`config.mk`:
```
export PLATFORM = sky130hd
export DESIGN_NAME = mted_ctrl
export DESIGN_NICKNAME = d
export VERILOG_FILES = /design/src/rtl/core/mted_pkg.sv /design/src/rtl/core/mted_ctrl.sv
export SDC_FILE = /design/constraint.sdc
export NUM_CORES = 1
export LEC_CHECK = 0
export ABC_AREA = 1
export BUFFER_PORTS_ARGS = -buffer_cell sky130_fd_sc_hd__buf_2
export CORE_ASPECT_RATIO = 1.4
export CORE_MARGIN = 4
export CORE_UTILIZATION = 32
export DETAILED_ROUTE_END_ITERATION = 6
export GPL_ROUTABILITY_DRIVEN = 0
export HOLD_SLACK_MARGIN = 0.08
export PLACE_DENSITY_LB_ADDON = 0.2
export SYNTH_ARGS = -nofsm -noshare
export SYNTH_HDL_FRONTEND = slang
export SYNTH_SLANG_ARGS = --single-unit
```
`constraint.sdc`:
```
create_clock -name clk -period 1.4 [get_ports clk]
set_input_delay 0.14 -clock clk [delete_from_list [all_inputs] [get_ports clk]]
set_output_delay 0.14 -clock clk [all_outputs]
set_load 0.05 [all_outputs]
```
`src/rtl/core/mted_pkg.sv`:
```
// Shared constants, configuration register codes and the control structs
// of the multi-tap echo delay. No dependencies; every other file imports it.
`default_nettype none

package mted_pkg;

    // Sizing of the block.
    localparam int RING_DEPTH  = 131072;
    localparam int MAX_TAPS    = 8;
    localparam int SAMPLE_BITS = 16;

    // Ring addressing: an index, and a length that can hold the depth itself.
    localparam int PTR_BITS = $clog2(RING_DEPTH);
    localparam int LEN_BITS = PTR_BITS + 1;

    // Field widths of the configuration registers.
    localparam int DECAY_BITS     = 10;
    localparam int LAG_BITS       = 17;
    localparam int TAP_COUNT_BITS = 4;
    localparam int RLEN_BITS      = 18;
    localparam int CFG_DATA_BITS  = 18;
    localparam int CFG_INDEX_BITS = 3;

    // Register reset values.
    localparam int DECAY_RESET = 550;
    localparam int LAG_RESET   = 11300;
    localparam int TAPS_RESET  = 8;
    localparam int RLEN_RESET  = 131072;

    // Tap bookkeeping.
    localparam int TAPS_BITS    = $clog2(MAX_TAPS + 1);
    localparam int TAP_IDX_BITS = (MAX_TAPS > 1) ? $clog2(MAX_TAPS) : 1;
    localparam int TGT_BITS     = LAG_BITS + $clog2(MAX_TAPS);
    localparam int LAGCMP_BITS  = (TGT_BITS > LEN_BITS) ? TGT_BITS : LEN_BITS;

    // Gain is compounded per tap; with a decay of at most 1023 it stays
    // below 1500 over sixteen taps, so twelve bits hold it.
    localparam int GAIN_BITS = 12;
    localparam int PERMILLE  = 1000;
    localparam int PM_LOG    = $clog2(PERMILLE);

    // Division by 1000 through a rounded-up reciprocal. For a dividend below
    // 2^N a shift of N + 10 makes the quotient exact.
    localparam int GP_BITS      = GAIN_BITS + DECAY_BITS;
    localparam int G_SHIFT      = GP_BITS + PM_LOG;
    localparam int G_MUL_BITS   = G_SHIFT - (PM_LOG - 1);
    localparam int G_PROD_BITS  = GP_BITS + G_MUL_BITS;
    localparam logic [G_MUL_BITS-1:0] G_MUL =
        G_MUL_BITS'(((64'd1 << G_SHIFT) + PERMILLE - 1) / PERMILLE);

    localparam int EP_BITS      = SAMPLE_BITS + GAIN_BITS + 1;
    localparam int MAG_BITS     = SAMPLE_BITS + GAIN_BITS - 1;
    localparam int E_SHIFT      = MAG_BITS + PM_LOG;
    localparam int E_MUL_BITS   = E_SHIFT - (PM_LOG - 1);
    localparam int E_PROD_BITS  = MAG_BITS + E_MUL_BITS;
    localparam int Q_BITS       = E_PROD_BITS - E_SHIFT;
    localparam logic [E_MUL_BITS-1:0] E_MUL =
        E_MUL_BITS'(((64'd1 << E_SHIFT) + PERMILLE - 1) / PERMILLE);

    // Accumulator: the input plus one quotient per tap, with a sign bit.
    localparam int ACC_BITS = Q_BITS + $clog2(MAX_TAPS) + 2;
    localparam logic signed [ACC_BITS-1:0] SAT_HI =
        ACC_BITS'({1'b0, {(SAMPLE_BITS-1){1'b1}}});
    localparam logic signed [ACC_BITS-1:0] SAT_LO = ~SAT_HI;

    typedef enum logic [CFG_INDEX_BITS-1:0] {
        CFG_ENABLE      = 3'd0,
        CFG_DECAY       = 3'd1,
        CFG_FIRST_LAG   = 3'd2,
        CFG_LAG_STEP    = 3'd3,
        CFG_TAP_COUNT   = 3'd4,
        CFG_RING_LENGTH = 3'd5
    } cfg_index_t;

    // Decoded configuration as seen by the controller and the datapath.
    typedef struct packed {
        logic                  enable;
        logic [DECAY_BITS-1:0] decay;
        logic [LAG_BITS-1:0]   first_lag;
        logic [LAG_BITS-1:0]   lag_step;
        logic [TAPS_BITS-1:0]  taps;
        logic [LEN_BITS-1:0]   len;
        logic                  clear;
    } cfg_t;

    // Commands from the controller to the datapath.
    typedef struct packed {
        logic                    load;
        logic                    write_ring;
        logic                    tap_a;
        logic                    tap_b;
        logic                    mag_step;
        logic                    acc_step;
        logic                    finish;
        logic [TAP_IDX_BITS-1:0] tap_idx;
    } cmd_t;

    // Ring length in use: zero acts as one, too large acts as the depth.
    function automatic logic [LEN_BITS-1:0] eff_len(input logic [RLEN_BITS-1:0] r);
        logic [31:0] w;
        w = 32'(r);
        if (w == 32'd0)
            return LEN_BITS'(1);
        else if (w > 32'(RING_DEPTH))
            return LEN_BITS'(RING_DEPTH);
        else
            return LEN_BITS'(w);
    endfunction

endpackage

`default_nettype wire

```
`src/rtl/core/mted_ctrl.sv`:
```
// Controller of the multi-tap echo delay: sequences one transaction through
// the ring write, two steps per tap and the result register. Uses mted_pkg.
`default_nettype none

module mted_ctrl
    import mted_pkg::*;
(
    input  wire logic clk,
    input  wire logic rst_n,
    input  wire cfg_t cfg,
    input  wire logic in_valid,
    output logic      in_ready,
    output logic      out_valid,
    input  wire logic out_ready,
    output cmd_t      cmd
);

    typedef enum logic [6:0] {
        ST_IDLE   = 7'b0000001,
        ST_WRITE  = 7'b0000010,
        ST_TAP_A  = 7'b0000100,
        ST_TAP_B  = 7'b0001000,
        ST_DRAIN0 = 7'b0010000,
        ST_DRAIN1 = 7'b0100000,
        ST_FINISH = 7'b1000000
    } state_t;

    state_t                  state_reg, state_next;
    logic [TAP_IDX_BITS-1:0] tap_idx_reg, tap_idx_next;
    logic                    out_valid_reg, out_valid_next;
    logic                    ep_valid_reg;
    logic                    qm_valid_reg;
    logic                    last_tap;
    logic                    can_load;

    assign in_ready  = (state_reg == ST_IDLE);
    assign out_valid = out_valid_reg;
    assign can_load  = !out_valid_reg || out_ready;
    assign last_tap  = (TAPS_BITS'(tap_idx_reg) + TAPS_BITS'(1)) == cfg.taps;

    always_comb
    begin
        state_next     = state_reg;
        tap_idx_next   = tap_idx_reg;
        cmd            = '0;
        cmd.tap_idx    = tap_idx_reg;
        cmd.mag_step   = ep_valid_reg;
        cmd.acc_step   = qm_valid_reg;
        unique case (state_reg)
            ST_IDLE:
            begin
                if (in_valid)
                begin
                    cmd.load   = 1'b1;
                    state_next = cfg.enable ? ST_WRITE : ST_FINISH;
                end
            end
            ST_WRITE:
            begin
                cmd.write_ring = 1'b1;
                tap_idx_next   = '0;
                state_next     = (cfg.taps == '0) ? ST_FINISH : ST_TAP_A;
            end
            ST_TAP_A:
            begin
                cmd.tap_a  = 1'b1;
                state_next = ST_TAP_B;
            end
            ST_TAP_B:
            begin
                cmd.tap_b = 1'b1;
                if (last_tap)
                    state_next = ST_DRAIN0;
                else
                begin
                    tap_idx_next = tap_idx_reg + TAP_IDX_BITS'(1);
                    state_next   = ST_TAP_A;
                end
            end
            ST_DRAIN0: state_next = ST_DRAIN1;
            ST_DRAIN1: state_next = ST_FINISH;
            ST_FINISH:
            begin
                if (can_load)
                begin
                    cmd.finish = 1'b1;
                    state_next = ST_IDLE;
                end
            end
            default:   state_next = ST_IDLE;
        endcase
    end

    always_comb
    begin
        if (cmd.finish)
            out_valid_next = 1'b1;
        else if (out_ready)
            out_valid_next = 1'b0;
        else
            out_valid_next = out_valid_reg;
    end

    always_ff @(posedge clk or negedge rst_n)
    begin
        if (!rst_n)
        begin
            state_reg     <= ST_IDLE;
            tap_idx_reg   <= '0;
            out_valid_reg <= 1'b0;
            ep_valid_reg  <= 1'b0;
            qm_valid_reg  <= 1'b0;
        end
        else
        begin
            state_reg     <= state_next;
            tap_idx_reg   <= tap_idx_next;
            out_valid_reg <= out_valid_next;
            ep_valid_reg  <= cmd.tap_b;
            qm_valid_reg  <= ep_valid_reg;
        end
    end

endmodule

`default_nettype wire

```
==> metrics.txt <==
status=finished, violations left; failing checks=setup timing; skew final=about 0.0069 ns; syn nets=190; initial DRC count=7; Area Overhead vs Synth=60.3%; Max-Cap Viols=0; sequential fraction of the synthesis area=39.1%; Yosys top cell area share=between 30% and 40%; max reg flops=7; Initial Util=34.2%; H-Tree Depth=1; period utilization=112%; mapped cell area=approximately 840 um2; total congestion overflow=0; crit-path most repeated cell=buf_4; vias in the first global route=about 840; CTS tree=yes; Synth top cells by count=nand2_1, inv_1, nor2_1; Core Util, Final=a little over half; standard-cell row count=21; met3 Track Usage GR=2.61%; Final min period=around 1.6 ns; Synthesis Warnings=0; critical path class=reg2out; Crit Path Max Fanout=3; unrepaired setup endpoints after global routing=true; Fin Hold WS=0.0889 ns; GR peak layer=met2; first-pass GRT wire length=3440 um; achievable frequency=638 MHz; via count=860; hold depth=3; clk slew on worst S/H paths=0.08 ns; Relative slew margins=80.2%; final-report hold violation count=0; net count reported at finish=around 230; antenna violations before repair=0; FFs w/ async S/R, synth=100%; CTS buffer count=3; slowest stage delay, CP=0.57 ns; fin cells=192; Worst Reg-to-Reg Cells=10; port bufs=20; vias per inst=4.48; Cell variety after synth=19; first-pass detailed-route iteration total=4; Max Slew Vio Count=0; register area=329 um2; CP required=approximately 1.3 ns; Final ANT Viol Nets=0; Primary FF master, synth=dfrtp_1; top cell type by total area after synthesis=dfrtp_1; Die Wd=approximately 51 um; top-count cell post-synth=nand2_1; GRT met2 Usage=24.2%; cell total after placement=171; layout cell share with drive strength beyond 1=around 54%; Pwr Density=1590 mW/mm2; Synth area leaders=dfrtp_1, nand2_1, inv_1, nand3_1, nor2_1; Core Box Area=0.00244 mm2; multi-input logic area=just over 500 um2; Cell Area, Placed=a little over 0.001 mm2; Worst Hold Class=in2reg; Pleak=~0.70 nW; post-route design area=around 0.0013 mm2; Post-synth EDFFs=0; Clock Latency Late Sink=0.29 ns; Worst Max-Slew Pin Slew=0.296 ns; number of remaining DRC errors=0; Root Driver=clkbuf_4; worst setup margin=-0.168 ns; Die Height=68.5 um; Final HPWL DP=1460 um; Synth Area per Inst=7.14 um2; Slowest cell on crit path=dfstp_2; Die ar.=0.00350 mm2; synthesized instance count=117; GRT met1 Usage=13.3%; wire length per cell=11.3 um; Synth Register Bits=13; CP endpoint kind=output port; overall routing resource usage=13.4%; # diodes=0; num ports=84; largest net degree at the start of global routing=14; worst vdd ir=roughly 0.00059 V; routed wire length=2160 um; startpoint types=register; WP data arrival=1.43 ns; cell breakdown of the critical path=nor2_4 -> buf_4 -> buf_4 -> nand3_2 -> inv_2 -> buf_8; final setup fails=9; FILL cells=229; Clock Path Buffers=2; clock sinks=13
critical path, delay by kind of cell (launching register included):
kind	cells	cell delay, ns
buffers and inverters	4	0.45
DFF	1	0.57
and+or+nand+nor	2	0.12
per-stage QoR:
stage	TNS, ns	power (mW)	setup WS (ns)
6_report	-0.975	2.13	-0.168
5_1_grt	-1.78	2.25	-0.241
4_1_cts	-0.957	1.95	-0.175
3_5_place_dp	0	1.41	0.0144
3_3_place_gp	0	1.40	0.0267
2_1_floorplan	-0.136	1.20	-0.0435
worst paths after layout:
kind / start / endpoint / slack (ns)
min: cfg[67] / state_reg[1] / 0.09
max: state_reg[0] / cmd[7] / -0.17
min in group asynchronous: rst_n / state_reg[2] / 0.26
max reg2reg: state_reg[0] / state_reg[0] / -0.07
max in group asynchronous: rst_n / state_reg[0] / 0.86
min reg2reg: ep_valid_reg / qm_valid_reg / 0.38
kinds of logic (layout without fill, tap and decap cells):
family                     count (synthesis)  count (layout)  synth area share (%)
adders and majority gates                  1               1                  1.50
DFF                                       13              13                  39.1
buffers and inverters                     29              70                  14.7
and+or+nand+nor                           73              73                  44.2
AOI/OAI and AO/OA                          1               1                 0.598
power by group:
part | switching, mW | internal, mW | total (mW)
Sequential | 0.0570 | 0.453 | 0.510
Clock | 0.131 | 0.111 | 0.242
Combinational | 0.800 | 0.574 | 1.37
Total | 0.988 | 1.14 | 2.13
cell usage in the layout, fill, tap and decap left out, types with 2 or more instances in the layout:
cell type / n
nand3_1: 7
nor2_4: 6
nor2_1: 9
nand4_1: 4
inv_4: 2
buf_6: 6
dfrtp_1: 10
nand2_4: 5
inv_2: 8
dlygate4sd3_1: 2
dfrtp_2: 2
nand3_4: 2
nand3_2: 7
clkbuf_4: 3
buf_2: 14
nand2_2: 5
buf_8: 5
nor2_2: 3
inv_1: 15
nand2_1: 23
buf_4: 13
nor3_2: 2
area by class of cell:
type                       count  share of cell area [%]
sequential                    13                    24.6
tap                           34                    3.17
timing repair buffer          40                    24.6
inverter                      26                    7.66
clock buffer                   4                    1.96
multi-input combinational     75                    38.0
metal layers:
metal | vias up | share of wire (%)
met5 | - | 0
met4 | 0 | 3.6
met3 | 7 | 5.8
met2 | 21 | 53
met1 | 396 | 38
li1 | 436 | -
what timing repair did:
action                     4_1_cts  5_1_grt
hold endpoints to repair        14        0
setup buffers                    8        8
resized for setup               30       21
setup endpoints to repair        6       12
pin swaps                        9       11
hold buffers                     2        0
No activity file was read; power rests on OpenSTA's default activity.
