===== src/rtl/core/mted_pkg.sv =====
// Shared constants, configuration register codes and the control structs
// of the multi-tap echo delay. No dependencies; every other file imports it.
`default_nettype none

package mted_pkg;

    // Sizing of the block.
    localparam int RING_DEPTH  = 131072;
    localparam int MAX_TAPS    = 8;
    localparam int SAMPLE_BITS = 16;

    // Ring addressing: an index, and a length that can hold the depth itself.
    localparam int PTR_BITS = $clog2(RING_DEPTH);
    localparam int LEN_BITS = PTR_BITS + 1;

    // Field widths of the configuration registers.
    localparam int DECAY_BITS     = 10;
    localparam int LAG_BITS       = 17;
    localparam int TAP_COUNT_BITS = 4;
    localparam int RLEN_BITS      = 18;
    localparam int CFG_DATA_BITS  = 18;
    localparam int CFG_INDEX_BITS = 3;

    // Register reset values.
    localparam int DECAY_RESET = 550;
    localparam int LAG_RESET   = 11300;
    localparam int TAPS_RESET  = 8;
    localparam int RLEN_RESET  = 131072;

    // Tap bookkeeping.
    localparam int TAPS_BITS    = $clog2(MAX_TAPS + 1);
    localparam int TAP_IDX_BITS = (MAX_TAPS > 1) ? $clog2(MAX_TAPS) : 1;
    localparam int TGT_BITS     = LAG_BITS + $clog2(MAX_TAPS);
    localparam int LAGCMP_BITS  = (TGT_BITS > LEN_BITS) ? TGT_BITS : LEN_BITS;

    // Gain is compounded per tap; with a decay of at most 1023 it stays
    // below 1500 over sixteen taps, so twelve bits hold it.
    localparam int GAIN_BITS = 12;
    localparam int PERMILLE  = 1000;
    localparam int PM_LOG    = $clog2(PERMILLE);

    // Division by 1000 through a rounded-up reciprocal. For a dividend below
    // 2^N a shift of N + 10 makes the quotient exact.
    localparam int GP_BITS      = GAIN_BITS + DECAY_BITS;
    localparam int G_SHIFT      = GP_BITS + PM_LOG;
    localparam int G_MUL_BITS   = G_SHIFT - (PM_LOG - 1);
    localparam int G_PROD_BITS  = GP_BITS + G_MUL_BITS;
    localparam logic [G_MUL_BITS-1:0] G_MUL =
        G_MUL_BITS'(((64'd1 << G_SHIFT) + PERMILLE - 1) / PERMILLE);

    localparam int EP_BITS      = SAMPLE_BITS + GAIN_BITS + 1;
    localparam int MAG_BITS     = SAMPLE_BITS + GAIN_BITS - 1;
    localparam int E_SHIFT      = MAG_BITS + PM_LOG;
    localparam int E_MUL_BITS   = E_SHIFT - (PM_LOG - 1);
    localparam int E_PROD_BITS  = MAG_BITS + E_MUL_BITS;
    localparam int Q_BITS       = E_PROD_BITS - E_SHIFT;
    localparam logic [E_MUL_BITS-1:0] E_MUL =
        E_MUL_BITS'(((64'd1 << E_SHIFT) + PERMILLE - 1) / PERMILLE);

    // Accumulator: the input plus one quotient per tap, with a sign bit.
    localparam int ACC_BITS = Q_BITS + $clog2(MAX_TAPS) + 2;
    localparam logic signed [ACC_BITS-1:0] SAT_HI =
        ACC_BITS'({1'b0, {(SAMPLE_BITS-1){1'b1}}});
    localparam logic signed [ACC_BITS-1:0] SAT_LO = ~SAT_HI;

    typedef enum logic [CFG_INDEX_BITS-1:0] {
        CFG_ENABLE      = 3'd0,
        CFG_DECAY       = 3'd1,
        CFG_FIRST_LAG   = 3'd2,
        CFG_LAG_STEP    = 3'd3,
        CFG_TAP_COUNT   = 3'd4,
        CFG_RING_LENGTH = 3'd5
    } cfg_index_t;

    // Decoded configuration as seen by the controller and the datapath.
    typedef struct packed {
        logic                  enable;
        logic [DECAY_BITS-1:0] decay;
        logic [LAG_BITS-1:0]   first_lag;
        logic [LAG_BITS-1:0]   lag_step;
        logic [TAPS_BITS-1:0]  taps;
        logic [LEN_BITS-1:0]   len;
        logic                  clear;
    } cfg_t;

    // Commands from the controller to the datapath.
    typedef struct packed {
        logic                    load;
        logic                    write_ring;
        logic                    tap_a;
        logic                    tap_b;
        logic                    mag_step;
        logic                    acc_step;
        logic                    finish;
        logic [TAP_IDX_BITS-1:0] tap_idx;
    } cmd_t;

    // Ring length in use: zero acts as one, too large acts as the depth.
    function automatic logic [LEN_BITS-1:0] eff_len(input logic [RLEN_BITS-1:0] r);
        logic [31:0] w;
        w = 32'(r);
        if (w == 32'd0)
            return LEN_BITS'(1);
        else if (w > 32'(RING_DEPTH))
            return LEN_BITS'(RING_DEPTH);
        else
            return LEN_BITS'(w);
    endfunction

endpackage

`default_nettype wire


===== src/rtl/core/mted_cfg.sv =====
// Configuration register file of the multi-tap echo delay.
// Depends on mted_pkg; feeds decoded settings and a history clear pulse.
`default_nettype none

module mted_cfg
    import mted_pkg::*;
(
    input  wire logic                      clk,
    input  wire logic                      rst_n,
    input  wire logic                      cfg_we,
    input  wire logic [CFG_INDEX_BITS-1:0] cfg_index,
    input  wire logic [CFG_DATA_BITS-1:0]  cfg_data,
    output cfg_t                           cfg
);

    logic                      enable_reg, enable_next;
    logic [DECAY_BITS-1:0]     decay_reg, decay_next;
    logic [LAG_BITS-1:0]       first_lag_reg, first_lag_next;
    logic [LAG_BITS-1:0]       lag_step_reg, lag_step_next;
    logic [TAP_COUNT_BITS-1:0] tap_count_reg, tap_count_next;
    logic [RLEN_BITS-1:0]      ring_length_reg, ring_length_next;
    logic                      clear;

    always_comb
    begin
        enable_next      = enable_reg;
        decay_next       = decay_reg;
        first_lag_next   = first_lag_reg;
        lag_step_next    = lag_step_reg;
        tap_count_next   = tap_count_reg;
        ring_length_next = ring_length_reg;
        clear            = 1'b0;
        if (cfg_we)
        begin
            unique case (cfg_index_t'(cfg_index))
                CFG_ENABLE:      enable_next = cfg_data[0];
                CFG_DECAY:       decay_next = cfg_data[DECAY_BITS-1:0];
                CFG_FIRST_LAG:
                begin
                    first_lag_next = cfg_data[LAG_BITS-1:0];
                    clear          = 1'b1;
                end
                CFG_LAG_STEP:
                begin
                    lag_step_next = cfg_data[LAG_BITS-1:0];
                    clear         = 1'b1;
                end
                CFG_TAP_COUNT:   tap_count_next = cfg_data[TAP_COUNT_BITS-1:0];
                CFG_RING_LENGTH: ring_length_next = cfg_data[RLEN_BITS-1:0];
                default:         ;
            endcase
        end
    end

    always_ff @(posedge clk or negedge rst_n)
    begin
        if (!rst_n)
        begin
            enable_reg      <= 1'b0;
            decay_reg       <= DECAY_BITS'(DECAY_RESET);
            first_lag_reg   <= LAG_BITS'(LAG_RESET);
            lag_step_reg    <= LAG_BITS'(LAG_RESET);
            tap_count_reg   <= TAP_COUNT_BITS'(TAPS_RESET);
            ring_length_reg <= RLEN_BITS'(RLEN_RESET);
        end
        else
        begin
            enable_reg      <= enable_next;
            decay_reg       <= decay_next;
            first_lag_reg   <= first_lag_next;
            lag_step_reg    <= lag_step_next;
            tap_count_reg   <= tap_count_next;
            ring_length_reg <= ring_length_next;
        end
    end

    // Tap counts beyond the hardware limit act as the limit.
    always_comb
    begin
        cfg.enable    = enable_reg;
        cfg.decay     = decay_reg;
        cfg.first_lag = first_lag_reg;
        cfg.lag_step  = lag_step_reg;
        cfg.taps      = (32'(tap_count_reg) > 32'(MAX_TAPS)) ? TAPS_BITS'(MAX_TAPS)
                                                             : TAPS_BITS'(tap_count_reg);
        cfg.len       = eff_len(ring_length_reg);
        cfg.clear     = clear;
    end

endmodule

`default_nettype wire


===== config.mk =====
export PLATFORM = sky130hd
export DESIGN_NAME = mted_cfg
export DESIGN_NICKNAME = d
export VERILOG_FILES = /design/src/rtl/core/mted_pkg.sv /design/src/rtl/core/mted_cfg.sv
export SDC_FILE = /design/constraint.sdc
export NUM_CORES = 1
export LEC_CHECK = 0
export ABC_AREA = 1
export BUFFER_PORTS_ARGS = -buffer_cell sky130_fd_sc_hd__buf_4
export CAP_MARGIN = 20
export CORE_MARGIN = 4
export CORE_UTILIZATION = 35
export DETAILED_ROUTE_END_ITERATION = 16
export MAX_ROUTING_LAYER = met4
export PLACE_DENSITY = 0.68
export SYNTH_ARGS = -nofsm -noshare
export SYNTH_HDL_FRONTEND = slang
export SYNTH_SLANG_ARGS = --single-unit

===== constraint.sdc =====
create_clock -name clk -period 1 [get_ports clk]
set_input_delay 0.05 -clock clk [delete_from_list [all_inputs] [get_ports clk]]
set_output_delay 0.05 -clock clk [all_outputs]
set_load 0.02 [all_outputs]

==> flow_summary.yaml <==
status:
  run_status: "complete, but fails checks"
  failing_checks: "negative setup slack"
pwr:
  power_density_nw_per_um2: 2150
  power.ir.vdd_worst_mv: 1.05
  total_power_mw: 10.0
  leakage_nw: 2.31
clock_tree:
  ctsRootBufferMaster: "clkbuf_8"
  tritoncts: "done"
  htreeDepth: 3
  max-clock-path-buffers: 2
  number_of_buffers_added_by_the_clock_tree_synthesis_step: 9
  clk_pin_slew_ns: 0.07
  clkLatencyLatePin_ns: 0.33
  tritoncts_num_sinks: 67
place:
  numPortBuffers: 91
  finalWeightedCongestion: 0.848
  post-dp-hpwl_um: 5720
  placed_instance_area_um2: 4160
timing:
  fmax_mhz: 604
  hold_viol_final: 0
  finalClockSkew_ns: 0
  setup-violations-final: 36
  rsz0062_at_grt: "yes"
  fin_ws_ns: -0.655
  period_utilization_post_route: 1.65
  max-slew-margin-rel: 0.802
  setup-tns-final_ns: -11.75
  timing_max_transition_violations_final: 0
  post-route-min-period_ns: 1.65
  worst_pin_slew_ns: 0.297
synth:
  postSynthRegisterBits: 67
  synth_cell_types: 25
  post_synth.cell_area_avg_um2: 10.2
  synth_top_flop_cell: "dfrtp_1"
  synth_seq_area_share: 0.563
  mappedNetlistNets: 321
  postSynth.asyncResetShare: 1.00
  synthesis.area_um2: 3020
  ys_warn_count: 0
  syn_inst: 297
  synth-edff-count: 0
setup_path:
  timing.critical_path.required_ns: 0.95
  worstSetupEndpointType: "output pin"
  ff2ff_path_depth: 2
  setup.worst_path.class: "reg2out"
  timing.critical_path.depth: 7
  timing.critical_path.arrival_ns: 1.60
  crit_chain: "nor2_1 -> nand2_1 -> nor2_2 -> nand3_2 -> buf_12 -> a21boi_2 -> buf_4"
  timing.critical_path.from_type: "flip-flop"
  crit_family: "simple AND/OR/NAND/NOR gates"
  slowest_stage: "dfrtp_1"
  worstPathBufferInverterCount: 2
  path_max_fanout: 16
  critPathMaxStageDelay_ns: 0.38
final_layout:
  final_layout_size_suffix_gt1_frac: 0.596
  largest_register_ff_count: 18
  finish.utilization: 0.563
  fill_cells: 733
  final_area_um2: 4670
  number_of_antenna_diodes: 0
  multi_input_comb_area_um2: 1240
  layout-area-overhead-vs-synth_pct: 54.9
  fin_nets: 452
  register_area_um2: 1700
grt:
  grt_pass1_wl_um: 12500
  antenna_found_initial: 0
  pin_count_of_the_biggest_net_entering_global_routing: 39
  grt_remaining_overflow: 0
  track_usage: 0.163
  grt_pass1_vias: 2572
flow_run:
  maxCapViolations: 0
detailed_routing:
  routed-via-count: 2453
  post-route-drc-count: 0
  avgViaCountPerCell: 4.56
  wire_per_inst_um: 14.1
  ant_nets: 0
  first_iter_violations: 79
  detailedRoute.firstPassIterationCount: 4
  totalWireLength_um: 7600
die:
  fp.dieW_um: 101
  top_level_ports: 92
  initial_utilization: 0.363
  rows: 33
  floorplan.die.height_um: 101
  placeableCoreArea_um2: 8300
  design.die.area_um2: 10200
hold_path:
  timing.hold.worst.class: "in2reg"
  min_path_cells: 3
[timing repair]
item	CTS	global route
pin swaps	2	2
gates resized for setup	38	6
hold endpoints to repair	68	0
hold buffers	2	0
endpoints found under the setup margin	36	36
gates cloned	1	0
setup buffers	9	3
[placed cells by master, fill, tap and decap left out]
cell type	netlist	routed
clkbuf_8	0	12
dfstp_2	16	16
buf_6	7	28
bufinv_16	0	3
nor2_2	2	5
a31oi_1	1	1
nor2_1	17	13
a21boi_4	0	10
a21oi_1	1	1
nor2_4	0	1
o21ai_1	27	27
buf_8	0	2
dlygate4sd3_1	0	2
mux2_1	1	1
inv_1	23	22
buf_12	0	7
clkinv_2	0	1
dfrtp_1	51	51
nand2_4	2	2
nand2_2	27	27
nor3_1	1	1
nand3_1	1	1
a21boi_1	15	1
o21ai_0	4	4
a21boi_2	0	5
nand3_2	1	1
inv_2	3	4
buf_4	2	99
nor3b_4	1	1
nand2_1	50	50
o21ai_2	34	34
[power breakdown]
| group | internal [mW] | total, mW | switching (mW) |
|---|---|---|---|
| combinational | 1.77 | 3.49 | 1.73 |
| sequential | 3.31 | 3.68 | 0.369 |
| clock | 1.86 | 2.85 | 0.989 |
| total | 6.94 | 10.0 | 3.08 |
[stage by stage]
| stage | cells | setup WS (ns) | hold slack, ns |
|---|---|---|---|
| final | 538 | -0.655 | 0.0407 |
| after detailed placement | 509 | -0.343 | 0.0354 |
| after global placement | 509 | -0.301 | 0.0325 |
| after floorplan | 297 | -0.239 | -0.246 |
| after global routing | 538 | -0.782 | 0.0241 |
| after CTS | 537 | -0.687 | 0.0179 |
[layer usage]
| layer | share of wire | up-vias | wire length (um) | GRT usage |
|---|---|---|---|---|
| met5 | 0 | - | 0 | - |
| met4 | 0.014 | 0 | 105 | 0.0642 |
| met3 | 0.038 | 8 | 292 | 0.0291 |
| met2 | 0.51 | 55 | 3900 | 0.262 |
| met1 | 0.43 | 1170 | 3310 | 0.205 |
| li1 | - | 1220 | - | - |
[cell usage after synthesis (2+ instances only)]
master    count  area (um2)
nand2_1      50         188
buf_6         7        78.8
nor2_2        2        12.5
dfstp_2      16         420
clkbuf_1      6        22.5
buf_4         2        15.0
nand2_2      27         169
nand2_4       2        22.5
inv_2         3        11.3
nor2_1       17        63.8
a21boi_1     15         113
o21ai_1      27         135
inv_1        23        86.3
buf_2         3        15.0
dfrtp_1      51        1280
o21ai_0       4        20.0
o21ai_2      34         298
[worst reg2reg max path, stage by stage (launching register included)]
cell	delay [ns]
dfstp_2	0.61
buf_12	0.16
mux2_1	0.13
[logic make-up (layout without fill, tap and decap cells)]
group | after synthesis | in the layout | synth area share
AOI/OAI and AO/OA | 83 | 83 | 0.194
and+or+nand+nor | 102 | 102 | 0.164
buffers and inverters | 44 | 180 | 0.0759
muxes | 1 | 1 | 0.00373
DFF | 67 | 67 | 0.563
[worst paths after layout]
path / from / endpoint / slack [ns]
setup reg to reg: ring_length_reg[17] / ring_length_reg[17] / 0.04
min in group asynchronous: rst_n / first_lag_reg[3] / 0.24
hold reg to reg: decay_reg[9] / decay_reg[9] / 0.48
setup / recovery: ring_length_reg[10] / cfg[16] / -0.65
hold / removal: cfg_data[12] / lag_step_reg[12] / 0.04
max in group asynchronous: rst_n / decay_reg[2] / 0.49
[layout make-up]
class | instances | area share
flip-flops and latches | 67 | 0.363
repair buffers | 138 | 0.267
multi-input cells | 186 | 0.265
clock buffers | 12 | 0.0354
well taps | 105 | 0.0281
inverters | 26 | 0.0209
clock inverters | 4 | 0.0204
No activity file was read; power rests on OpenSTA's default activity.
